$ cat config.mk
export PLATFORM = sky130hd
export DESIGN_NAME = qfr_div
export DESIGN_NICKNAME = d
export VERILOG_FILES = /design/src/sv/qfr_pkg.sv /design/src/sv/qfr_div.sv
export SDC_FILE = /design/constraint.sdc
export NUM_CORES = 1
export LEC_CHECK = 0
export ABC_AREA = 1
export ABC_CLOCK_PERIOD_IN_PS = 2200
export BUFFER_PORTS_ARGS = -buffer_cell sky130_fd_sc_hd__buf_2
export CAP_MARGIN = 20
export CORE_UTILIZATION = 62
export CTS_BUF_LIST = sky130_fd_sc_hd__clkbuf_8
export DETAILED_ROUTE_END_ITERATION = 10
export PLACE_DENSITY_LB_ADDON = 0.08
export SLEW_MARGIN = 5
export SYNTH_ARGS = -nofsm -noshare
export SYNTH_HDL_FRONTEND = slang
export SYNTH_SLANG_ARGS = --single-unit
$ cat constraint.sdc
create_clock -name clock -period 2.2 [get_ports clock]
set_clock_uncertainty 0.1 [all_clocks]
set_input_delay 0.11 -clock clock [delete_from_list [all_inputs] [get_ports clock]]
set_output_delay 0.11 -clock clock [all_outputs]
set_load 0.05 [all_outputs]
$ cat src/sv/qfr_pkg.sv
package qfr_pkg;

   localparam int FRAC_BITS = 14;
   localparam int DATA_W    = 16;
   localparam int NUM_W     = DATA_W + 1;
   localparam int RAD_W     = 30;
   localparam int ROOT_W    = RAD_W / 2;
   localparam int DIV_STEPS = 16;
   localparam int THR_W     = 15;
   localparam int PATH_W    = 2;

   localparam logic [PATH_W-1:0] PATH_TRACE = 2'd0;
   localparam logic [PATH_W-1:0] PATH_X     = 2'd1;
   localparam logic [PATH_W-1:0] PATH_Y     = 2'd2;
   localparam logic [PATH_W-1:0] PATH_Z     = 2'd3;

   typedef struct packed {
      logic signed [DATA_W-1:0] m00;
      logic signed [DATA_W-1:0] m01;
      logic signed [DATA_W-1:0] m02;
      logic signed [DATA_W-1:0] m10;
      logic signed [DATA_W-1:0] m11;
      logic signed [DATA_W-1:0] m12;
      logic signed [DATA_W-1:0] m20;
      logic signed [DATA_W-1:0] m21;
      logic signed [DATA_W-1:0] m22;
   } req_type;

   typedef struct packed {
      logic signed [DATA_W-1:0] q_w;
      logic signed [DATA_W-1:0] q_x;
      logic signed [DATA_W-1:0] q_y;
      logic signed [DATA_W-1:0] q_z;
      logic [PATH_W-1:0]        path_used;
   } rsp_type;

   // Numerators and axis choice that ride alongside the square roots.
   typedef struct packed {
      logic [PATH_W-1:0]       axis;
      logic signed [NUM_W-1:0] tr_x;
      logic signed [NUM_W-1:0] tr_y;
      logic signed [NUM_W-1:0] tr_z;
      logic signed [NUM_W-1:0] dg_x;
      logic signed [NUM_W-1:0] dg_y;
      logic signed [NUM_W-1:0] dg_z;
   } prep_side_type;

   // What rides alongside the dividers.
   typedef struct packed {
      logic [ROOT_W-1:0] w;
      logic [ROOT_W-1:0] comp;
      logic [PATH_W-1:0] path;
   } div_side_type;

endpackage

$ cat src/sv/qfr_div.sv
module qfr_div
   import qfr_pkg::*;
(
   input  logic                     clock,
   input  logic                     reset,
   input  logic                     in_valid,
   input  logic signed [NUM_W-1:0]  num,
   input  logic [ROOT_W-1:0]        den,
   output logic                     out_valid,
   output logic signed [DATA_W-1:0] quo
);

   // Computes num * 2^FRAC_BITS / (4 den), truncated toward zero and saturated.
   localparam int SHIFT = FRAC_BITS - 2;

   logic              val_ff  [DIV_STEPS+1];
   logic              neg_ff  [DIV_STEPS+1];
   logic              zero_ff [DIV_STEPS+1];
   logic              ovf_ff  [DIV_STEPS+1];
   logic [ROOT_W-1:0] den_ff  [DIV_STEPS+1];
   logic [ROOT_W-1:0] rem_ff  [DIV_STEPS+1];
   logic [DIV_STEPS-1:0] low_ff [DIV_STEPS+1];
   logic [DIV_STEPS-1:0] q_ff  [DIV_STEPS+1];

   logic [NUM_W-1:0]      mag;
   logic [NUM_W+SHIFT-1:0] scaled;

   always_comb begin
      mag    = num[NUM_W-1] ? NUM_W'(-num) : NUM_W'(num);
      scaled = (NUM_W+SHIFT)'(mag) << SHIFT;
   end

   // Setup: anything at or above den * 2^16 overflows the result anyway.
   always_ff @(posedge clock) begin
      if (reset) begin
         val_ff[0] <= 1'b0;
      end else begin
         val_ff[0] <= in_valid;
      end
      neg_ff[0]  <= num[NUM_W-1];
      zero_ff[0] <= (num == '0);
      ovf_ff[0]  <= ((NUM_W+SHIFT)'(scaled >> DIV_STEPS) >= (NUM_W+SHIFT)'(den));
      den_ff[0]  <= den;
      rem_ff[0]  <= ROOT_W'(scaled >> DIV_STEPS);
      low_ff[0]  <= scaled[DIV_STEPS-1:0];
      q_ff[0]    <= '0;
   end

   for (genvar s = 1; s <= DIV_STEPS; s++) begin : g_step
      logic [ROOT_W:0]   part;
      logic [ROOT_W-1:0] rem_in;
      logic              bit_in;

      always_comb begin
         part = {rem_ff[s-1], low_ff[s-1][DIV_STEPS-1]};
         if (part >= {1'b0, den_ff[s-1]}) begin
            rem_in = ROOT_W'(part - {1'b0, den_ff[s-1]});
            bit_in = 1'b1;
         end else begin
            rem_in = ROOT_W'(part);
            bit_in = 1'b0;
         end
      end

      always_ff @(posedge clock) begin
         if (reset) begin
            val_ff[s] <= 1'b0;
         end else begin
            val_ff[s] <= val_ff[s-1];
         end
         neg_ff[s]  <= neg_ff[s-1];
         zero_ff[s] <= zero_ff[s-1];
         ovf_ff[s]  <= ovf_ff[s-1];
         den_ff[s]  <= den_ff[s-1];
         rem_ff[s]  <= rem_in;
         low_ff[s]  <= low_ff[s-1] << 1;
         q_ff[s]    <= {q_ff[s-1][DIV_STEPS-2:0], bit_in};
      end
   end

   localparam logic signed [DATA_W-1:0] SAT_MAX = {1'b0, {(DATA_W-1){1'b1}}};
   localparam logic signed [DATA_W-1:0] SAT_MIN = {1'b1, {(DATA_W-1){1'b0}}};

   logic                     valid_ff;
   logic signed [DATA_W-1:0] quo_ff, quo_in;
   logic [DIV_STEPS-1:0]     q_fin;

   always_comb begin
      q_fin = q_ff[DIV_STEPS];
      if (zero_ff[DIV_STEPS]) begin
         quo_in = '0;
      end else if (ovf_ff[DIV_STEPS]) begin
         quo_in = neg_ff[DIV_STEPS] ? SAT_MIN : SAT_MAX;
      end else if (neg_ff[DIV_STEPS]) begin
         quo_in = (q_fin > DIV_STEPS'(SAT_MIN)) ? SAT_MIN : DATA_W'(-q_fin);
      end else begin
         quo_in = q_fin[DIV_STEPS-1] ? SAT_MAX : DATA_W'(q_fin);
      end
   end

   always_ff @(posedge clock) begin
      if (reset) begin
         valid_ff <= 1'b0;
      end else begin
         valid_ff <= val_ff[DIV_STEPS];
      end
      quo_ff <= quo_in;
   end

   assign out_valid = valid_ff;
   assign quo       = quo_ff;

endmodule
==> reports/results.md <==
| Item | Value |
|---|---|
| Total leakage power | 0.0214 uW |
| Run status | finished clean |
| Gate power share | 0.457 |
| Launch instance of the worst min-delay path | num[16] |
| Transition time at the pin with the least slew margin | 593 ps |
| Final-layout setup total negative slack | 0 ps |
| Global-route congestion overflow total | 0 |
| Crit path to | rem_ff[0][44] |
| Area enclosed by the die boundary | 55200 sq um |
| Maximum count of clock buffers along a single path | 3 |
| Clock-pin slew on the worst setup and hold paths | 70 ps |
| Max frequency | 476 MHz |
| Instance count of the mapped netlist | 4678 |
| Period utilization | 0.954 |
| Core region area | 53700 sq um |
| Count of state elements after synthesis | 709 |
| Wire length of the first global-routing pass | 122 mm |
| Prevailing post-synth register cell | sky130_fd_sc_hd__dfxtp_1 |
| Die Ht | 235 microns |
| Fillcell total | 4513 |
| Worst-path maximum fanout | 8 |
| Largest net degree at the start of global routing | 26 |
| DR DRC count | 0 |
| Max Slew Vio Count | 0 |
| Final non-filler cell total | 5706 |
| Root buf cell | sky130_fd_sc_hd__clkbuf_8 |
| Final setup violation count | 0 |
| Cell internal pwr | 32100 uW |
| Area growth from synthesis to final layout | 13.3% |
| Count of H-tree levels built during CTS | 3 |
| Clock power share | 0.202 |
| Antenna violations before repair | 2 |
| Synthesized area divided by synthesized cell count | 7.19 sq um |
| Type of the tightest min-delay check | input pin to flop |
| Horizontal die dimension | 235 microns |
| Post-DRT Antenna Nets | 0 |
| Net switching power | 23200 uW |
| Number of I/O port buffers | 51 |
| Library cells used by synthesis | 43 |
| I/O Pins | 52 |
| Reg2reg path depth | 11 |
| Final Hold Vio Count | 0 |
| Per-cell via count in the routed design | 4.87 |
| Worst Setup SP | den_ff[0][24] |
| Number of buffers added by the clock tree synthesis step | 106 |
| Yosys warns | 0 |
| Post-Layout Inst Area | 38100 sq um |
| # nets final | 5235 |
| Fraction of power spent switching nets | 0.420 |
| Placed Cells incl. Taps | 5443 |
| Kind of start point of the critical path | flop |
| DR WL/cell | 13.3 microns |
| Async SR Flop Fraction | 0 |
| Endpoint of the worst-slack reg-to-reg timing path | rem_ff[0][44] |
| Total via count after detailed routing | 27771 |
| Std-Cell Rows | 85 |
| Headroom to the max-slew limit | 0.604 |
| Number of detailed-routing iterations run before antenna repair | 7 |
| Kind of critical path | flop to flop |
| Maximum Capacitance Violations | 0 |
| Total wirelength of the detailed-routed design | 75.7 mm |
| Initial Utilization | 0.626 |
| Shortest period the worst path allows | 2100 ps |
| Weighted congestion reported at the end of routability-driven placement | 0.930 |
| Vias in the first global route | 25746 |
| Arr. time, crit path | 2610 ps |
| Worst VDD drop | 0.736 mV |
| Post-placement cell area | 34900 sq um |
| Num Clock Sinks | 709 |
| Required time of the critical path | 2710 ps |
| Number of synthesized flops with an enable pin | 0 |
| Post-detailed-placement half-perimeter wirelength | 58.4 mm |
| Share of final-layout standard cells stronger than drive strength 1 | 0.0811 |
| CTS tree | done |
| Ratio of total power to cell area | 1450 nW/um^2 |
| Sequential fraction of the synthesis area | 0.422 |
| Flop2flop setup slack | 100 ps |
| Reg-to-Reg Start | den_ff[0][24] |
| Nets in the synthesized netlist | 4981 |
| Mapped Area | 33600 sq um |
| Combined global-route utilization of all metal layers | 0.270 |
| Power share of the sequential group | 0.341 |
| Clock network latency to the later pin of the worst-skew pair | 740 ps |
| RSZ-0062 raised after global routing | yes |
| Number of violations reported at the end of detailed-routing iteration 0 | 1665 |
| Sort of element at the end of the critical path | flop |
metrics by stage:
stage	utilization	total power, uW	hold slack [ps]	worst slack, ps
2_1_floorplan	-	37300	37.7	245
3_3_place_gp	0.649	42900	128	-239
3_5_place_dp	0.649	43300	127	-240
4_1_cts	0.704	54800	62.8	45.0
5_1_grt	0.710	60100	139	-44.4
6_report	0.710	55200	134	101
critical path, stage by stage (launching register included):
cell	delay, ps
sky130_fd_sc_hd__dfxtp_1	350
sky130_fd_sc_hd__inv_1	90
sky130_fd_sc_hd__ha_1	350
sky130_fd_sc_hd__nand2_1	90
sky130_fd_sc_hd__nand2_1	80
sky130_fd_sc_hd__a21oi_2	190
sky130_fd_sc_hd__nor2_1	60
sky130_fd_sc_hd__nor2_1	170
sky130_fd_sc_hd__nand2_4	140
sky130_fd_sc_hd__buf_4	180
sky130_fd_sc_hd__nand3_1	110
sky130_fd_sc_hd__nand2_1	80
final cells by class:
cell class                 instances  area [sq um]  share of cell area
multi-input combinational       2993         15800               0.413
sequential                       709         14200               0.372
inverter                         941          3550              0.0931
clock buffer                     132          1820              0.0477
timing repair buffer             181          1460              0.0383
tap                              696           871              0.0228
clock inverter                    53           470              0.0123
antenna                            1          2.50           0.0000657
power by group through the flow:
stage	registers [uW]	logic (uW)	clock network, uW
3_3_place_gp	19000	23900	0
6_report	18800	25200	11200
3_5_place_dp	19000	24300	0
2_1_floorplan	18400	18900	0
5_1_grt	19100	28800	12100
4_1_cts	18800	24500	11500
logic make-up (layout without fill, tap and decap cells):
group                      Yosys count  count (layout)  synth area share
xor gates and xnor gates            92              92            0.0240
adders and majority gates          268             268             0.103
AOI/OAI and AO/OA                  207             207            0.0329
DFF                                709             709             0.422
buffers and inverters              981            1307             0.115
other                                0               1                 0
and+or+nand+nor                   2421            2426             0.303
synthesized netlist by cell type, drive strengths merged (6+ instances only):
cell,n,share of area
a21oi,130,0.020
and2,46,0.0087
buf,34,0.0094
clkbuf,6,0.00067
dfxtp,709,0.42
fa,15,0.0089
ha,253,0.094
inv,941,0.10
nand2,1613,0.18
nand3,330,0.051
nand3b,30,0.0067
nand4,68,0.013
nor2,296,0.034
nor3,9,0.0023
o21ai,65,0.010
o31ai,7,0.0016
or2,28,0.0052
xnor2,6,0.0016
xor2,86,0.022
worst min path at each step:
stage / cells past startpoint / to / slack, ps
after floorplan: 0 / den_ff[0][0] / 40
after global placement: 1 / den_ff[0][1] / 130
after detailed placement: 1 / den_ff[0][1] / 130
after CTS: 2 / neg_ff[0][0] / 60
after global routing: 2 / neg_ff[0][0] / 140
final: 2 / neg_ff[0][0] / 130
metal layers:
| metal | wire length, microns | GRT usage |
|---|---|---|
| met1 | 36000 | 0.361 |
| met2 | 33800 | 0.439 |
| met3 | 3740 | 0.0418 |
| met4 | 2150 | 0.104 |
| met5 | 13 | 0 |
repair_timing:
action,4_1_cts,5_1_grt
gates resized for setup,2,55
buffers inserted,0,10
hold endpoints to repair,53,0
endpoints found under the setup margin,1,108
gates cloned,0,5
hold buffers,62,0
pin swaps,0,12
flip-flops by register name (all words and copies together) (netlist names):
register and flops:
quo 16, low_ff 10, q_ff 136, neg_ff 17
den_ff 240, rem_ff 238, out_valid 1, zero_ff 17
val_ff 17, ovf_ff 17
cell usage in the layout (no fill, tap or decap), types with 7 or more instances in the layout:
cell type,instances
sky130_fd_sc_hd__inv_4,7
sky130_fd_sc_hd__clkinv_2,15
sky130_fd_sc_hd__o21ai_1,9
sky130_fd_sc_hd__a21oi_2,7
sky130_fd_sc_hd__nand2_2,14
sky130_fd_sc_hd__nand3_2,8
sky130_fd_sc_hd__o21ai_0,50
sky130_fd_sc_hd__clkbuf_8,132
sky130_fd_sc_hd__and2_1,44
sky130_fd_sc_hd__dfxtp_1,709
sky130_fd_sc_hd__dlygate4sd3_1,62
sky130_fd_sc_hd__nor2_2,13
sky130_fd_sc_hd__a21oi_1,120
sky130_fd_sc_hd__nand3b_1,30
sky130_fd_sc_hd__ha_1,251
sky130_fd_sc_hd__fa_1,14
sky130_fd_sc_hd__nand2_4,9
sky130_fd_sc_hd__clkinvlp_4,11
sky130_fd_sc_hd__nand3_1,321
sky130_fd_sc_hd__nor2_1,281
sky130_fd_sc_hd__inv_2,9
sky130_fd_sc_hd__buf_4,58
sky130_fd_sc_hd__nand2_1,1590
sky130_fd_sc_hd__inv_1,940
sky130_fd_sc_hd__or2_2,24
sky130_fd_sc_hd__buf_2,51
sky130_fd_sc_hd__xor2_1,86
sky130_fd_sc_hd__o31ai_1,7
sky130_fd_sc_hd__nand4_1,68
Note: power is estimated with default switching activity, not from simulation.
