File: config.mk
export PLATFORM = sky130hd
export DESIGN_NAME = qfr_prep
export DESIGN_NICKNAME = d
export VERILOG_FILES = /design/src/sv/qfr_pkg.sv /design/src/sv/qfr_prep.sv
export SDC_FILE = /design/constraint.sdc
export NUM_CORES = 1
export LEC_CHECK = 0
export ABC_AREA = 1
export BUFFER_PORTS_ARGS = -buffer_cell sky130_fd_sc_hd__buf_2
export CORE_MARGIN = 3
export CORE_UTILIZATION = 58
export DETAILED_ROUTE_END_ITERATION = 10
export GPL_ROUTABILITY_DRIVEN = 1
export PLACE_DENSITY_LB_ADDON = 0.25
export SLEW_MARGIN = 30
export SYNTH_ARGS = -nofsm -noshare
export SYNTH_HDL_FRONTEND = slang
export SYNTH_SLANG_ARGS = --single-unit
File: constraint.sdc
create_clock -name clock -period 11.2 [get_ports clock]
set_clock_uncertainty 0.05 [all_clocks]
set_input_delay 0.56 -clock clock [delete_from_list [all_inputs] [get_ports clock]]
set_output_delay 0.56 -clock clock [all_outputs]
set_load 0.005 [all_outputs]
File: src/sv/qfr_pkg.sv
package qfr_pkg;

   localparam int FRAC_BITS = 14;
   localparam int DATA_W    = 16;
   localparam int NUM_W     = DATA_W + 1;
   localparam int RAD_W     = 30;
   localparam int ROOT_W    = RAD_W / 2;
   localparam int DIV_STEPS = 16;
   localparam int THR_W     = 15;
   localparam int PATH_W    = 2;

   localparam logic [PATH_W-1:0] PATH_TRACE = 2'd0;
   localparam logic [PATH_W-1:0] PATH_X     = 2'd1;
   localparam logic [PATH_W-1:0] PATH_Y     = 2'd2;
   localparam logic [PATH_W-1:0] PATH_Z     = 2'd3;

   typedef struct packed {
      logic signed [DATA_W-1:0] m00;
      logic signed [DATA_W-1:0] m01;
      logic signed [DATA_W-1:0] m02;
      logic signed [DATA_W-1:0] m10;
      logic signed [DATA_W-1:0] m11;
      logic signed [DATA_W-1:0] m12;
      logic signed [DATA_W-1:0] m20;
      logic signed [DATA_W-1:0] m21;
      logic signed [DATA_W-1:0] m22;
   } req_type;

   typedef struct packed {
      logic signed [DATA_W-1:0] q_w;
      logic signed [DATA_W-1:0] q_x;
      logic signed [DATA_W-1:0] q_y;
      logic signed [DATA_W-1:0] q_z;
      logic [PATH_W-1:0]        path_used;
   } rsp_type;

   // Numerators and axis choice that ride alongside the square roots.
   typedef struct packed {
      logic [PATH_W-1:0]       axis;
      logic signed [NUM_W-1:0] tr_x;
      logic signed [NUM_W-1:0] tr_y;
      logic signed [NUM_W-1:0] tr_z;
      logic signed [NUM_W-1:0] dg_x;
      logic signed [NUM_W-1:0] dg_y;
      logic signed [NUM_W-1:0] dg_z;
   } prep_side_type;

   // What rides alongside the dividers.
   typedef struct packed {
      logic [ROOT_W-1:0] w;
      logic [ROOT_W-1:0] comp;
      logic [PATH_W-1:0] path;
   } div_side_type;

endpackage

File: src/sv/qfr_prep.sv
module qfr_prep
   import qfr_pkg::*;
(
   input  logic          clock,
   input  logic          reset,
   input  logic          in_valid,
   input  req_type       in_data,
   output logic          out_valid,
   output logic [RAD_W-1:0] rad_w,
   output logic [RAD_W-1:0] rad_c,
   output prep_side_type side
);

   localparam logic signed [NUM_W+1:0] ONE_R = (NUM_W+2)'(1) <<< FRAC_BITS;
   localparam logic signed [NUM_W-1:0] ONE_D = (NUM_W)'(1) <<< FRAC_BITS;

   logic                    valid_ff;
   logic [RAD_W-1:0]        rad_w_ff, rad_w_in;
   logic [RAD_W-1:0]        rad_c_ff, rad_c_in;
   prep_side_type           side_ff, side_in;
   logic signed [NUM_W+1:0] r_sum;
   logic signed [NUM_W-1:0] d_sum;
   logic signed [DATA_W-1:0] diag;
   logic [PATH_W-1:0]       axis;
   logic signed [NUM_W-1:0] s01, s02, s12;

   always_comb begin
      r_sum = (NUM_W+2)'(in_data.m00) + (NUM_W+2)'(in_data.m11)
            + (NUM_W+2)'(in_data.m22) + ONE_R;
      rad_w_in = r_sum[NUM_W+1] ? '0 : (RAD_W'(r_sum[NUM_W:0]) << (FRAC_BITS - 2));

      // Later axis wins a tie between x and y; z needs a strict win.
      if (in_data.m00 > in_data.m11) begin
         axis = PATH_X;
         diag = in_data.m00;
      end else begin
         axis = PATH_Y;
         diag = in_data.m11;
      end
      if (in_data.m22 > diag) begin
         axis = PATH_Z;
         diag = in_data.m22;
      end
      d_sum = NUM_W'(diag) + ONE_D;
      rad_c_in = d_sum[NUM_W-1] ? '0 : (RAD_W'(d_sum[NUM_W-2:0]) << (FRAC_BITS - 1));

      s01 = NUM_W'(in_data.m01) + NUM_W'(in_data.m10);
      s02 = NUM_W'(in_data.m02) + NUM_W'(in_data.m20);
      s12 = NUM_W'(in_data.m12) + NUM_W'(in_data.m21);

      side_in.axis = axis;
      side_in.tr_x = NUM_W'(in_data.m21) - NUM_W'(in_data.m12);
      side_in.tr_y = NUM_W'(in_data.m02) - NUM_W'(in_data.m20);
      side_in.tr_z = NUM_W'(in_data.m10) - NUM_W'(in_data.m01);
      side_in.dg_x = (axis == PATH_Y) ? s01 : ((axis == PATH_Z) ? s02 : '0);
      side_in.dg_y = (axis == PATH_X) ? s01 : ((axis == PATH_Z) ? s12 : '0);
      side_in.dg_z = (axis == PATH_X) ? s02 : ((axis == PATH_Y) ? s12 : '0);
   end

   always_ff @(posedge clock) begin
      if (reset) begin
         valid_ff <= 1'b0;
      end else begin
         valid_ff <= in_valid;
      end
      rad_w_ff <= rad_w_in;
      rad_c_ff <= rad_c_in;
      side_ff  <= side_in;
   end

   assign out_valid = valid_ff;
   assign rad_w     = rad_w_ff;
   assign rad_c     = rad_c_ff;
   assign side      = side_ff;

endmodule

==> flow_summary.html <==
<table>
<tr><th>Metric</th><th>Value</th></tr>
<tr><th colspan="2">Yosys</th></tr>
<tr><td>Fraction of registers with async set or reset after synthesis</td><td>0%</td></tr>
<tr><td>Average instance area after synthesis</td><td>7.32 um^2</td></tr>
<tr><td>Number of warning messages in the yosys log</td><td>0</td></tr>
<tr><td>Count of different cell masters after synthesis</td><td>46</td></tr>
<tr><td>Combined area of all synthesized cells</td><td>11400 um^2</td></tr>
<tr><td>Sequential element share of the synthesized area</td><td>24.4%</td></tr>
<tr><td>Number of instances in the synthesized netlist</td><td>1559</td></tr>
<tr><td>Ys flop type</td><td>dfxtp_1</td></tr>
<tr><td>Post-synth EDFFs</td><td>0</td></tr>
<tr><td>Number of synthesized register bits</td><td>139</td></tr>
<tr><th colspan="2">Final layout</th></tr>
<tr><td>P&amp;R area growth vs syn</td><td>17.4%</td></tr>
<tr><td>Filler-free cell count of the finished design</td><td>2087</td></tr>
<tr><td>Area of the multi-input gates</td><td>7310 um^2</td></tr>
<tr><td>Share of final-layout standard cells stronger than drive strength 1</td><td>19.2%</td></tr>
<tr><td>FF/Latch Area</td><td>2780 um^2</td></tr>
<tr><td>Final-stage net count</td><td>2145</td></tr>
<tr><td>Most frequent cells in the layout</td><td>nand2_1, buf_2, inv_1, ha_1, dfxtp_1</td></tr>
<tr><td>Count of antenna diodes in the layout</td><td>0</td></tr>
<tr><td>Final-layout fill cell count</td><td>1662</td></tr>
<tr><td>Layout Utilization</td><td>70.5%</td></tr>
<tr><td>Most frequent standard cell in the layout excluding fill and tap cells</td><td>nand2_1</td></tr>
<tr><th colspan="2">STA</th></tr>
<tr><td>Final number of hold-violating endpoints</td><td>0</td></tr>
<tr><td>Max transition margin</td><td>53.2%</td></tr>
<tr><td>Post-Route Setup TNS</td><td>0 ps</td></tr>
<tr><td>Shortest period the worst path allows</td><td>5240 ps</td></tr>
<tr><td>Final number of max-transition violations</td><td>0</td></tr>
<tr><td>Number of setup violations in the final report</td><td>0</td></tr>
<tr><td>Fraction of the cycle the final worst path needs</td><td>46.8%</td></tr>
<tr><td>RSZ-0062 raised after global routing</td><td>no</td></tr>
<tr><td>Fmax</td><td>0.191 GHz</td></tr>
<tr><td>Slew @ Worst Pin</td><td>702 ps</td></tr>
<tr><th colspan="2">Power and ir drop</th></tr>
<tr><td>Pleak</td><td>7.48 nW</td></tr>
<tr><td>Relative contribution of combinational cells to total power</td><td>42.9%</td></tr>
<tr><td>Fraction of power consumed by the clock network</td><td>25.2%</td></tr>
<tr><td>Power spent charging and discharging nets</td><td>0.925 mW</td></tr>
<tr><td>Register share of total power</td><td>31.9%</td></tr>
<tr><td>Internal power consumption</td><td>1.35 mW</td></tr>
<tr><td>Power after layout</td><td>2.27 mW</td></tr>
<tr><td>Switching share of power</td><td>40.7%</td></tr>
<tr><td>Worst VDD drop</td><td>0.000117 V</td></tr>
<tr><td>Total power per unit cell area</td><td>170 nW/um^2</td></tr>
<tr><th colspan="2">Clocking</th></tr>
<tr><td>Number of clock sinks</td><td>139</td></tr>
<tr><td>Inserted Clock Buffers</td><td>17</td></tr>
<tr><td>Depth of the CTS H-tree</td><td>4</td></tr>
<tr><td>Post-CTS Setup Inserts</td><td>0</td></tr>
<tr><td>CTS clk-pin slew, worst paths</td><td>70 ps</td></tr>
<tr><td>CTS root buffer</td><td>clkbuf_16</td></tr>
<tr><td>Clock Path Buffers</td><td>2</td></tr>
<tr><td>Number of buffers added to fix hold violations after cts</td><td>0</td></tr>
<tr><td>TritonCTS clock tree</td><td>built</td></tr>
<tr><td>CTS-repair resized insts</td><td>0</td></tr>
<tr><th colspan="2">Worst setup path</th></tr>
<tr><td>WS Path Type</td><td>in -&gt; reg</td></tr>
<tr><td>Slowest cell on crit path</td><td>inv_2</td></tr>
<tr><td>Biggest fanout along the worst timing path</td><td>60</td></tr>
<tr><td>Kind of end point of the critical path</td><td>flop</td></tr>
<tr><td>Most common cell on crit path</td><td>nand2_1</td></tr>
<tr><td>Arrival time at the worst endpoint</td><td>5520 ps</td></tr>
<tr><td>Data required time at the worst endpoint</td><td>11480 ps</td></tr>
<tr><td>Startpoint type of the worst setup path</td><td>input port</td></tr>
<tr><td>Max stage delay on crit path</td><td>600 ps</td></tr>
<tr><th colspan="2">Drt</th></tr>
<tr><td>Total via count after detailed routing</td><td>10900</td></tr>
<tr><td>Drt first pass iters</td><td>5</td></tr>
<tr><td>Post-route DRC violation count</td><td>0</td></tr>
<tr><td>Post-detailed-route via-to-cell ratio</td><td>5.24</td></tr>
<tr><td>Initial drt markers</td><td>579</td></tr>
<tr><td>Drt total wl</td><td>32.6 mm</td></tr>
<tr><td>Average detailed-routed wire length per instance</td><td>15.6 um</td></tr>
<tr><td>Number of nets with antenna violations after detailed routing</td><td>0</td></tr>
<tr><th colspan="2">Global route</th></tr>
<tr><td>Total track usage</td><td>29.4%</td></tr>
<tr><td>Initial antenna violation count</td><td>0</td></tr>
<tr><td>Vias in the first global route</td><td>10500</td></tr>
<tr><td>GRT Residual Overflow</td><td>0</td></tr>
<tr><td>Pin count of the biggest net entering global routing</td><td>61</td></tr>
<tr><td>Global-route wire length before repair</td><td>51.6 mm</td></tr>
<tr><th colspan="2">Floorplanning</th></tr>
<tr><td>Starting Density</td><td>60.0%</td></tr>
<tr><td>Width of the die</td><td>146 um</td></tr>
<tr><td>Die boundary height</td><td>146 um</td></tr>
<tr><td>Total core area</td><td>19000 um^2</td></tr>
<tr><td>Die Footprint</td><td>21400 um^2</td></tr>
<tr><td>Std-Cell Rows</td><td>50</td></tr>
<tr><td>Number of placed I/O pins</td><td>312</td></tr>
<tr><th colspan="2">Job</th></tr>
<tr><td>Max-Cap Viols</td><td>0</td></tr>
<tr><th colspan="2">Min path</th></tr>
<tr><td>Hold depth</td><td>2</td></tr>
<tr><td>Worst min-delay path class</td><td>in -&gt; reg</td></tr>
<tr><td>Worst Min Path Start</td><td>reset</td></tr>
<tr><td>Worst-case hold path end point</td><td>out_valid$_SDFF_PP0_</td></tr>
<tr><th colspan="2">Status</th></tr>
<tr><td>Run status</td><td>finished, final reports clean</td></tr>
<tr><th colspan="2">Placement</th></tr>
<tr><td>Number of placed instances with taps included</td><td>2055</td></tr>
<tr><td>Routability cong.</td><td>0.995</td></tr>
<tr><td>Detailed placer's ending HPWL</td><td>26.8 mm</td></tr>
<tr><td>Number of buffer cells added on primary ports</td><td>285</td></tr>
</table>
==> cell usage after synthesis, drive strengths merged (13+ instances only) <==
cell | n | area, um^2
nand3 | 89 | 480
xor2 | 76 | 666
ha | 161 | 2010
nor3 | 17 | 85.1
and2 | 13 | 81.3
nand4 | 25 | 156
nand2 | 301 | 1140
nor2 | 109 | 437
inv | 251 | 945
a21oi | 93 | 469
xnor2 | 19 | 166
o21ai | 82 | 440
o21bai | 27 | 203
fa | 23 | 460
dfxtp | 139 | 2780
buf | 65 | 429
==> per-layer routing <==
metal	up-vias	part of all wire (%)	routed length (um)	GRT usage (%)
li1	5452	-	-	-
met1	4959	41	13400	36.0
met2	452	48	15600	51.4
met3	75	7.7	2500	6.36
met4	0	3.2	1040	10.2
met5	-	0	0	0
==> critical path: cells and delay by family <==
kind | cells | cell delay, ps
buffers and inverters | 6 | 960
and+or+nand+nor | 12 | 1870
AOI/OAI and AO/OA | 6 | 880
adders and majority gates | 3 | 1190
==> stage by stage <==
step / cell area, um^2 / worst slack [ps] / hold slack (ps)
2_1_floorplan: 11500 / 7020 / 581
3_3_place_gp: 12800 / 5780 / 670
3_5_place_dp: 12800 / 5570 / 672
4_1_cts: 13400 / 6000 / 218
5_1_grt: 13400 / 5350 / 232
6_report: 13400 / 5960 / 230
==> sequential cells by signal (all words and copies together) (netlist names) <==
| register | count |
|---|---|
| rad_c | 16 |
| out_valid | 1 |
| rad_w | 18 |
| side | 104 |
==> area by class of cell <==
class	count	area share [%]
multi-input combinational	1118	54.6
sequential	139	20.8
timing repair buffer	285	10.6
inverter	253	7.10
clock buffer	17	3.17
tap	260	2.43
clock inverter	15	1.34
==> worst max path at each step <==
stage                startpoint              endpoint  cells after the start
floorplan           in_data[79]  rad_c[19]$_SDFF_PP0_                     29
global placement    in_data[79]  rad_c[19]$_SDFF_PP0_                     27
detailed placement  in_data[79]  rad_c[16]$_SDFF_PP0_                     27
CTS                 in_data[79]  rad_c[16]$_SDFF_PP0_                     27
global route        in_data[79]  rad_c[16]$_SDFF_PP0_                     27
finish              in_data[79]  rad_c[16]$_SDFF_PP0_                     27
==> kinds of logic (layout without fill, tap and decap cells) <==
group                      Yosys count  after routing  synth area share (%)
and+or+nand+nor                    562            562                  21.3
buffers and inverters              327            570                  12.4
AOI/OAI and AO/OA                  251            251                  12.9
adders and majority gates          184            184                  21.7
DFF                                139            139                  24.4
xor gates and xnor gates            95             95                  7.29
other                                1             26                0.0329
==> power groups by stage <==
stage               clock [mW]  combinational [mW]  sequential [mW]
finish                   0.574               0.975            0.725
detailed placement           0               0.966            0.733
floorplan                    0               0.596            0.740
global route             0.604                1.09            0.736
global placement             0               0.948            0.732
CTS                      0.581               0.974            0.725
Note: power is estimated with default switching activity, not from simulation.
