## config.mk

```make
export PLATFORM = sky130hd
export DESIGN_NAME = qfr_sqrt
export DESIGN_NICKNAME = d
export VERILOG_FILES = /design/src/sv/qfr_pkg.sv /design/src/sv/qfr_sqrt.sv
export SDC_FILE = /design/constraint.sdc
export NUM_CORES = 1
export LEC_CHECK = 0
export ABC_AREA = 1
export BUFFER_PORTS_ARGS = -buffer_cell sky130_fd_sc_hd__buf_4
export CAP_MARGIN = 20
export CORE_MARGIN = 2
export CORE_UTILIZATION = 25
export CTS_BUF_LIST = sky130_fd_sc_hd__clkbuf_8
export DETAILED_ROUTE_END_ITERATION = 10
export GPL_TIMING_DRIVEN = 0
export PLACE_DENSITY = 0.42
export RECOVER_POWER = 50
export SYNTH_ARGS = -nofsm -noshare
export SYNTH_HDL_FRONTEND = slang
export SYNTH_SLANG_ARGS = --single-unit
```

## constraint.sdc

```tcl
create_clock -name clock -period 1.97 [get_ports clock]
set_input_delay 0.0985 -clock clock [delete_from_list [all_inputs] [get_ports clock]]
set_output_delay 0.0985 -clock clock [all_outputs]
set_load 0.01 [all_outputs]
```

## src/sv/qfr_pkg.sv

```systemverilog
package qfr_pkg;

   localparam int FRAC_BITS = 14;
   localparam int DATA_W    = 16;
   localparam int NUM_W     = DATA_W + 1;
   localparam int RAD_W     = 30;
   localparam int ROOT_W    = RAD_W / 2;
   localparam int DIV_STEPS = 16;
   localparam int THR_W     = 15;
   localparam int PATH_W    = 2;

   localparam logic [PATH_W-1:0] PATH_TRACE = 2'd0;
   localparam logic [PATH_W-1:0] PATH_X     = 2'd1;
   localparam logic [PATH_W-1:0] PATH_Y     = 2'd2;
   localparam logic [PATH_W-1:0] PATH_Z     = 2'd3;

   typedef struct packed {
      logic signed [DATA_W-1:0] m00;
      logic signed [DATA_W-1:0] m01;
      logic signed [DATA_W-1:0] m02;
      logic signed [DATA_W-1:0] m10;
      logic signed [DATA_W-1:0] m11;
      logic signed [DATA_W-1:0] m12;
      logic signed [DATA_W-1:0] m20;
      logic signed [DATA_W-1:0] m21;
      logic signed [DATA_W-1:0] m22;
   } req_type;

   typedef struct packed {
      logic signed [DATA_W-1:0] q_w;
      logic signed [DATA_W-1:0] q_x;
      logic signed [DATA_W-1:0] q_y;
      logic signed [DATA_W-1:0] q_z;
      logic [PATH_W-1:0]        path_used;
   } rsp_type;

   // Numerators and axis choice that ride alongside the square roots.
   typedef struct packed {
      logic [PATH_W-1:0]       axis;
      logic signed [NUM_W-1:0] tr_x;
      logic signed [NUM_W-1:0] tr_y;
      logic signed [NUM_W-1:0] tr_z;
      logic signed [NUM_W-1:0] dg_x;
      logic signed [NUM_W-1:0] dg_y;
      logic signed [NUM_W-1:0] dg_z;
   } prep_side_type;

   // What rides alongside the dividers.
   typedef struct packed {
      logic [ROOT_W-1:0] w;
      logic [ROOT_W-1:0] comp;
      logic [PATH_W-1:0] path;
   } div_side_type;

endpackage

```

## src/sv/qfr_sqrt.sv

```systemverilog
module qfr_sqrt
   import qfr_pkg::*;
(
   input  logic              clock,
   input  logic              reset,
   input  logic              in_valid,
   input  logic [RAD_W-1:0]  rad,
   output logic              out_valid,
   output logic [ROOT_W-1:0] root
);

   // One result bit per stage, two radicand bits consumed per stage.
   logic              val_ff  [ROOT_W];
   logic [RAD_W-1:0]  rad_ff  [ROOT_W];
   logic [ROOT_W+1:0] rem_ff  [ROOT_W];
   logic [ROOT_W-1:0] root_ff [ROOT_W];

   for (genvar s = 0; s < ROOT_W; s++) begin : g_stage
      logic              p_val;
      logic [RAD_W-1:0]  p_rad;
      logic [ROOT_W+1:0] p_rem;
      logic [ROOT_W-1:0] p_root;
      logic [ROOT_W+3:0] trial_num;
      logic [ROOT_W+3:0] trial_sub;
      logic [ROOT_W+1:0] rem_in;
      logic [ROOT_W-1:0] root_in;

      if (s == 0) begin : g_first
         assign p_val  = in_valid;
         assign p_rad  = rad;
         assign p_rem  = '0;
         assign p_root = '0;
      end else begin : g_next
         assign p_val  = val_ff[s-1];
         assign p_rad  = rad_ff[s-1];
         assign p_rem  = rem_ff[s-1];
         assign p_root = root_ff[s-1];
      end

      always_comb begin
         trial_num = {p_rem, p_rad[RAD_W-1:RAD_W-2]};
         trial_sub = {2'b00, p_root, 2'b01};
         if (trial_num >= trial_sub) begin
            rem_in  = (ROOT_W+2)'(trial_num - trial_sub);
            root_in = {p_root[ROOT_W-2:0], 1'b1};
         end else begin
            rem_in  = (ROOT_W+2)'(trial_num);
            root_in = {p_root[ROOT_W-2:0], 1'b0};
         end
      end

      always_ff @(posedge clock) begin
         if (reset) begin
            val_ff[s] <= 1'b0;
         end else begin
            val_ff[s] <= p_val;
         end
         rad_ff[s]  <= p_rad << 2;
         rem_ff[s]  <= rem_in;
         root_ff[s] <= root_in;
      end
   end

   assign out_valid = val_ff[ROOT_W-1];
   assign root      = root_ff[ROOT_W-1];

endmodule

```

==> impl_summary.log, run 1 <==
[metrics] result of the run: complete, no violations
[metrics] via count: 19100
[metrics] pins over their slew limit: 0
[metrics] detailed router's first-iteration violation count: 958
[metrics] number of sinks driven by the clock tree: 565
[metrics] f_max: 0.517 GHz
[metrics] r2r startpoint: root_ff[1][31]
[metrics] cell count after synthesis: 3144
[metrics] Design Area, Final: 0.0304 sq mm
[metrics] design internal power: 0.0245 W
[metrics] HPWL after detailed placement: 46000 microns
[metrics] PortBufs: 48
[metrics] placed standard-cell area: 0.0258 sq mm
[metrics] number of top-level pins: 49
[metrics] antenna-violating nets left: 0
[metrics] worst reg2reg path depth: 8
[metrics] setup slack of the most critical reg-to-reg path: 40 ps
[metrics] max-cap check violation count: 0
[metrics] syn_area_per_cell: 7.60 sq um
[metrics] Num CTS Buffers: 93
[metrics] sequential element share of the synthesized area: 47.3%
[metrics] Final Critical Period: 1930 ps
[metrics] area added between synthesis and finish: 27.4%
[metrics] Power Dens Cells: 1250 mW/mm^2
[metrics] H-Tree Depth: 3
[metrics] worst hold path type: in2reg
[metrics] number of nets in the layout: 3568
[metrics] vias per cell: 4.04
[metrics] length of the first detailed-routing pass in iterations: 5
[metrics] commonest cells after routing, fill and taps aside: 944 x nand2_1, 575 x inv_1, 532 x dfxtp_1, 193 x nor2_1, 139 x nand3_1
[metrics] commonest non-fill, non-tap cell in the layout: nand2_1
[metrics] post-layout utilization of the core: 32.1%
[metrics] leakage: 15.4 nW
[metrics] type of the worst setup path: reg2reg
[metrics] routed len/inst: 12.7 microns
[metrics] number of enable flip-flop cells after synthesis: 0
[metrics] Die Span Y: 313 microns
[metrics] net switching fraction of the power: 35.4%
[metrics] synthesized netlist net count: 3312
[metrics] tightest slew margin relative to the limit: 43.8%
[metrics] maximum VDD drop: 0.661 mV
[metrics] routability cong.: 0.816
[metrics] Clock Pin Slew Worst Setup and Hold Paths: 60 ps
[metrics] cell area after synthesis: 0.0239 sq mm
[metrics] antenna violations before repair: 1
[metrics] Die Footprint: 0.0981 sq mm
[metrics] Worst Hold Depth: 2
[metrics] final period utilization: 98.2%
[metrics] yosys synthesis warning count: 0
[metrics] proportion of layout cells with a drive suffix above 1: 16.6%
[metrics] R2R Path End: rem_ff[1][57]
[metrics] required time reported for the critical path endpoint: 2550 ps
[metrics] clock tree from TritonCTS: yes
[metrics] Max clock buf depth: 3
[metrics] initial cell density of the core: 25.2%
[metrics] Critical Path End Type: flop
[metrics] relative contribution of combinational cells to total power: 30.3%
[metrics] global-route usage over all layers: 12.1%
[metrics] worst hold path endpoint: rad_ff[0][3]
[metrics] data arrival time at the worst-slack endpoint: 2510 ps
[metrics] CTS Root Cell: clkbuf_8
[metrics] number of register bits inferred by synthesis: 565
[metrics] remaining routing DRC violations: 0
[metrics] sequential group share of total power: 40.6%
[metrics] Clock Power Share: 29.1%
[metrics] total setup violations reported at the end of the flow: 0
[metrics] floorplan core area: 0.0949 sq mm
[metrics] primary flip-flop cell chosen by synthesis mapping: dfxtp_1
[metrics] distinct cell type count after synthesis: 45
[metrics] global-route wire length before repair: 95200 microns
[metrics] number of global-route vias before repair: 18200
[metrics] reported net switching power: 0.0134 W
[metrics] number of standard-cell rows in the floorplan: 113
[metrics] Tightest Pin Transition: 836 ps
[metrics] kind of start point of the critical path: flop
[metrics] Async SR Flop Fraction: 0%
[metrics] total wire length: 60200 microns
[metrics] remaining global-route overflow: 0
[metrics] setup clock skew after layout: 46.6 ps
[metrics] maximum fanout along the worst path: 6
[metrics] Worst-Skew Late Latency: 700 ps
[metrics] die width: 313 microns
[metrics] Worst Min Path Start: rad[3]
[metrics] pin count of the biggest net entering global routing: 15
[metrics] number of hold-slack violations in the final timing report: 0
## timing repair
action                     4_1_cts  5_1_grt
cloned                           1        7
setup endpoints to repair      154      188
resized for setup               80      224
pin swaps                       17       51
hold buffers                    56        0
hold endpoints to repair        46        0
setup buffers                   21       30
## flip-flops by register name (all words and copies together) (netlist names)
name and cells:
val_ff 15, root_ff 120, rem_ff 220, rad_ff 210
## final cells by class
class / instances / area (sq um)
fillers: 10100 / 64400
multi-input cells: 1974 / 11500
flip-flops and latches: 565 / 11400
inverters: 574 / 2160
clock buffers: 124 / 1710
well taps: 1265 / 1580
repair buffers: 162 / 1470
clock inverters: 46 / 370
plain buffers: 30 / 297
diodes: 2 / 5.00
## worst max path at each step
stage	from	to	slack, ps	depth (start not counted)
2_1_floorplan	root_ff[1][38]	rem_ff[1][59]	260	11
3_3_place_gp	root_ff[0][112]	rem_ff[1][8]	-280	12
3_5_place_dp	root_ff[1][36]	rem_ff[1][58]	-250	10
4_1_cts	root_ff[1][38]	rem_ff[1][59]	-20	11
5_1_grt	root_ff[1][8]	rem_ff[1][24]	-20	13
6_report	root_ff[1][31]	rem_ff[1][57]	40	8
## routing by layer
metal	up-vias	global-route usage, %	routed length (microns)
li1	10200	-	-
met1	8518	17.6	31900
met2	307	17.8	24600
met3	78	2.07	2440
met4	0	4.18	1240
met5	-	0	0
## cell families (layout without fill, tap and decap cells)
| logic type | count (synthesis) | in the layout | share of synthesized area, % |
|---|---|---|---|
| AOI/OAI and AO/OA | 193 | 193 | 4.39 |
| xor gates and xnor gates | 80 | 80 | 2.93 |
| adders and majority gates | 135 | 135 | 7.07 |
| buffers and inverters | 606 | 936 | 10.1 |
| DFF | 565 | 565 | 47.3 |
| other | 1 | 3 | 0.0157 |
| and+or+nand+nor | 1564 | 1565 | 28.2 |
## worst max-delay path: stages (launching register included)
cell and delay [ps]:
dfxtp_1 350, inv_1 60, ha_2 400, nand3_2 140, nor3_1 150, nand4_1 270
buf_2 280, nand4_1 100, nand2_1 70
## per-stage QoR
step | setup slack, ps | power (W) | cells | hold WS [ps] | setup TNS (ps)
floorplan | 264 | 0.0222 | 3144 | 126 | 0
global placement | -283 | 0.0254 | 4457 | 203 | -16020
detailed placement | -248 | 0.0253 | 4457 | 204 | -13730
CTS | -19.6 | 0.0373 | 4705 | 3.18 | -22.3
global route | -21.0 | 0.0409 | 4742 | 59.0 | -145
finish | 36.2 | 0.0379 | 4742 | 113 | 0
## power by group through the flow
stage / logic [W] / clock network [W] / registers [W]
floorplan: 0.00751 / 0 / 0.0147
global placement: 0.00990 / 0 / 0.0155
detailed placement: 0.00986 / 0 / 0.0154
CTS: 0.0105 / 0.0116 / 0.0153
global route: 0.0131 / 0.0121 / 0.0157
finish: 0.0115 / 0.0110 / 0.0154
## synth_stat cells (5+ instances only)
cell	count	area (sq um)
a21oi_2	6	52.6
nor3_1	31	155
buf_4	5	37.5
o21ai_0	56	280
dfxtp_1	565	11300
nand4_1	94	588
nor2_2	19	119
buf_2	7	35.0
a21oi_1	90	450
inv_2	14	52.6
ha_1	135	1690
nor2_4	7	78.8
inv_1	560	2100
xor2_1	57	499
xnor2_1	23	201
and2_1	7	43.8
or2_2	6	37.5
nand2_1	982	3690
buf_6	13	146
o21ai_1	20	100
nand2_2	14	87.6
nand3_1	147	736
o21bai_1	7	52.6
nand3b_1	23	173
nor2_1	216	811
No activity file was read; power rests on OpenSTA's default activity.
==> inputs of run 2 (changes only) <==
--- a/config.mk
+++ b/config.mk
@@ -12,9 +12,10 @@
 export CORE_UTILIZATION = 25
 export CTS_BUF_LIST = sky130_fd_sc_hd__clkbuf_8
 export DETAILED_ROUTE_END_ITERATION = 10
-export GPL_TIMING_DRIVEN = 0
+export MAX_ROUTING_LAYER = met4
 export PLACE_DENSITY = 0.42
 export RECOVER_POWER = 50
 export SYNTH_ARGS = -nofsm -noshare
 export SYNTH_HDL_FRONTEND = slang
 export SYNTH_SLANG_ARGS = --single-unit
+export TNS_END_PERCENT = 1
==> run 2 against run 1 <==
Effect of this change: total power decreased by 1.6%; clock power about the same; core utilization decreased by 0.18 points; register-to-register slack improved by 40 ps; global-route usage increased by 0.52 points; sequential power about the same; count of clock-buffer cells in the layout decreased by 10; combinational power about the same; final cell count increased by 1.9%; maximum frequency increased by 2.2%; final area decreased by 0.55%; critical path type unchanged.
==> impl_summary.log, run 2 (synthesis results as in run 1) <==
[metrics] result of the run: complete, no violations
[metrics] net switching fraction of the power: 35.1% (-0.26 points)
[metrics] CTS Root Cell: clkbuf_8
[metrics] HPWL after detailed placement: 47700 microns (+3.9%)
[metrics] number of global-route vias before repair: 18500 (+2.0%)
[metrics] H-Tree Depth: 3 (unchanged)
[metrics] design internal power: 0.0242 W (-1.2%)
[metrics] Max clock buf depth: 3 (unchanged)
[metrics] area added between synthesis and finish: 26.7%
[metrics] remaining routing DRC violations: 0 (unchanged)
[metrics] remaining global-route overflow: 0 (unchanged)
[metrics] routability cong.: 0.867 (+6.2%)
[metrics] global-route wire length before repair: 96500 microns (+1.4%)
[metrics] total setup violations reported at the end of the flow: 0 (unchanged)
[metrics] floorplan core area: 0.0949 sq mm (unchanged)
[metrics] Die Footprint: 0.0981 sq mm (unchanged)
[metrics] length of the first detailed-routing pass in iterations: 5 (unchanged)
[metrics] number of top-level pins: 49 (unchanged)
[metrics] Die Span Y: 313 microns (unchanged)
[metrics] Cell Count Post-Placement: 4597 (+3.1%)
[metrics] pins over their slew limit: 0 (unchanged)
[metrics] Worst Hold Depth: 2 (unchanged)
[metrics] count of placed standard cells in the final layout, fillers left out: 4833 (+1.9%)
[metrics] proportion of layout cells with a drive suffix above 1: 15.1% (-1.5 points)
[metrics] data arrival time at the worst-slack endpoint: 2480 ps (-30 ps)
[metrics] global-route usage over all layers: 12.6% (+0.52 points)
[metrics] sequential group share of total power: 40.7% (about the same)
[metrics] commonest cells after routing, fill and taps aside: 970 x nand2_1, 588 x inv_1, 560 x dfxtp_1, 203 x buf_4, 201 x nor2_1
[metrics] routed len/inst: 12.4 microns (-2.7%)
[metrics] Power Dens Cells: 1230 mW/mm^2 (-1.0%)
[metrics] antenna-violating nets left: 0 (unchanged)
[metrics] worst reg2reg path depth: 10 (+2)
[metrics] Clock Power Share: 28.8% (-0.3 points)
[metrics] final period utilization: 96.0% (-2.1 points)
[metrics] number of standard-cell rows in the floorplan: 113 (unchanged)
[metrics] type of the worst setup path: reg2reg
[metrics] via count: 19400 (+1.4%)
[metrics] die width: 313 microns (unchanged)
[metrics] Worst-Skew Late Latency: 700 ps (about the same)
[metrics] area of the multi-input gates: 0.0108 sq mm (-6.4%)
[metrics] Final Critical Period: 1890 ps (-42.3 ps)
[metrics] number of hold-slack violations in the final timing report: 0 (unchanged)
[metrics] initial cell density of the core: 25.2% (unchanged)
[metrics] max-cap check violation count: 0 (unchanged)
[metrics] f_max: 0.529 GHz (+2.2%)
[metrics] total wire length: 59700 microns (-0.82%)
[metrics] RSZ-0062 raised after global routing: true
[metrics] Critical Path End Type: flop
[metrics] worst hold slack: 102 ps (-11.5 ps)
[metrics] clock tree from TritonCTS: yes
[metrics] kind of start point of the critical path: flop
[metrics] fillcell total: 10200 (+0.69%)
[metrics] number of sinks driven by the clock tree: 565 (unchanged)
[metrics] vias per cell: 4.01 (-0.53%)
[metrics] number of flip-flops in the largest register: 220 (unchanged)
[metrics] sequential cell area in the final layout: 0.0113 sq mm (-0.37%)
[metrics] PortBufs: 48 (unchanged)
[metrics] maximum fanout along the worst path: 15 (+9)
[metrics] commonest non-fill, non-tap cell in the layout: nand2_1
[metrics] setup clock skew after layout: 29.0 ps (-17.6 ps)
[metrics] detailed router's first-iteration violation count: 1039 (+8.5%)
[metrics] antenna violations before repair: 1 (unchanged)
[metrics] pin count of the biggest net entering global routing: 19 (+4)
[metrics] leakage: 15.8 nW (+2.6%)
[metrics] reported net switching power: 0.0131 W (-2.3%)
[metrics] relative contribution of combinational cells to total power: 30.5% (+0.2 points)
[metrics] Largest Register: rem_ff
[metrics] Num CTS Buffers: 94 (+1.1%)
[metrics] Clock Pin Slew Worst Setup and Hold Paths: 60 ps (about the same)
[metrics] number of nets in the layout: 3659 (+2.6%)
[metrics] required time reported for the critical path endpoint: 2560 ps (about the same)
[metrics] worst hold path type: in2reg
[metrics] maximum VDD drop: 0.678 mV (+2.6%)
[metrics] registers with the most flip-flops: rem_ff: 220 flops, rad_ff: 210 flops, root_ff: 120 flops
[run 2: cell types whose count changed in the layout (fill, tap and decap cells not counted), moves of 13 or more]
cell | previous run | this run
buf_6 | 17 | 2
nand2_1 | 944 | 970
ha_1 | 63 | 100
nand2_2 | 44 | 22
ha_4 | 64 | 27
inv_1 | 575 | 588
buf_4 | 91 | 203
dfxtp_2 | 30 | 5
dfxtp_1 | 532 | 560
[run 2: worst paths after layout]
path                        from        endpoint  slack [ps]
hold reg to reg   rad_ff[0][165]  rad_ff[0][195]         320
setup / recovery  root_ff[1][71]   rem_ff[1][95]          80
setup reg to reg  root_ff[1][71]   rem_ff[1][95]          80
hold / removal           rad[19]   rad_ff[0][19]         100
[run 2: what timing repair did]
action,CTS,global route
gates resized for setup,6,110
hold buffers,58,0
pin swaps,0,10
endpoints found under the hold margin,46,0
setup endpoints to repair,24,171
buffers inserted,0,5
[run 2: layer usage]
metal,part of all wire (%),routed length [microns],global-route usage [%],vias up
li1,-,-,-,10400
met1,53,31500,18.0,8589
met2,41,24500,18.1,333
met3,4.4,2640,1.90,69
met4,1.9,1150,4.16,0
met5,0,0,-,-
[run 2: power by group through the flow]
stage / logic, W / clock network [W] / registers, W
5_1_grt: 0.0130 / 0.0118 / 0.0155
6_report: 0.0114 / 0.0107 / 0.0152
2_1_floorplan: 0.00751 / 0 / 0.0147
3_5_place_dp: 0.0108 / 0 / 0.0154
4_1_cts: 0.0110 / 0.0113 / 0.0152
3_3_place_gp: 0.0108 / 0 / 0.0154
[run 2: metrics by stage]
| stage | utilization (%) | setup WS, ps | TNS, ps | total power, W | instance area, sq um |
|---|---|---|---|---|---|
| 3_3_place_gp | 28.5 | -74.9 | -573 | 0.0263 | 27000 |
| 4_1_cts | 31.3 | 4.26 | 0 | 0.0375 | 29700 |
| 3_5_place_dp | 28.5 | -63.1 | -624 | 0.0262 | 27000 |
| 2_1_floorplan | - | 264 | 0 | 0.0222 | 23900 |
| 6_report | 31.9 | 78.5 | 0 | 0.0373 | 30300 |
| 5_1_grt | 31.9 | -47.4 | -814 | 0.0403 | 30300 |
[run 2: final cells by class]
cell class,instances,area share [%]
flip-flops and latches,565,37.4
multi-input cells,1973,35.5
repair buffers,283,8.08
inverters,574,7.13
well taps,1265,5.23
clock buffers,114,5.18
clock inverters,58,1.47
diodes,1,0.00827
[run 2: worst max-delay path, stage by stage, from the launching register on]
cell	delay, ps
dfxtp_1	330
inv_1	50
ha_2	380
nand2_1	130
inv_1	110
nand3_1	130
nor2_2	180
nand4_2	120
buf_12	180
nand4_1	100
nand2_1	70
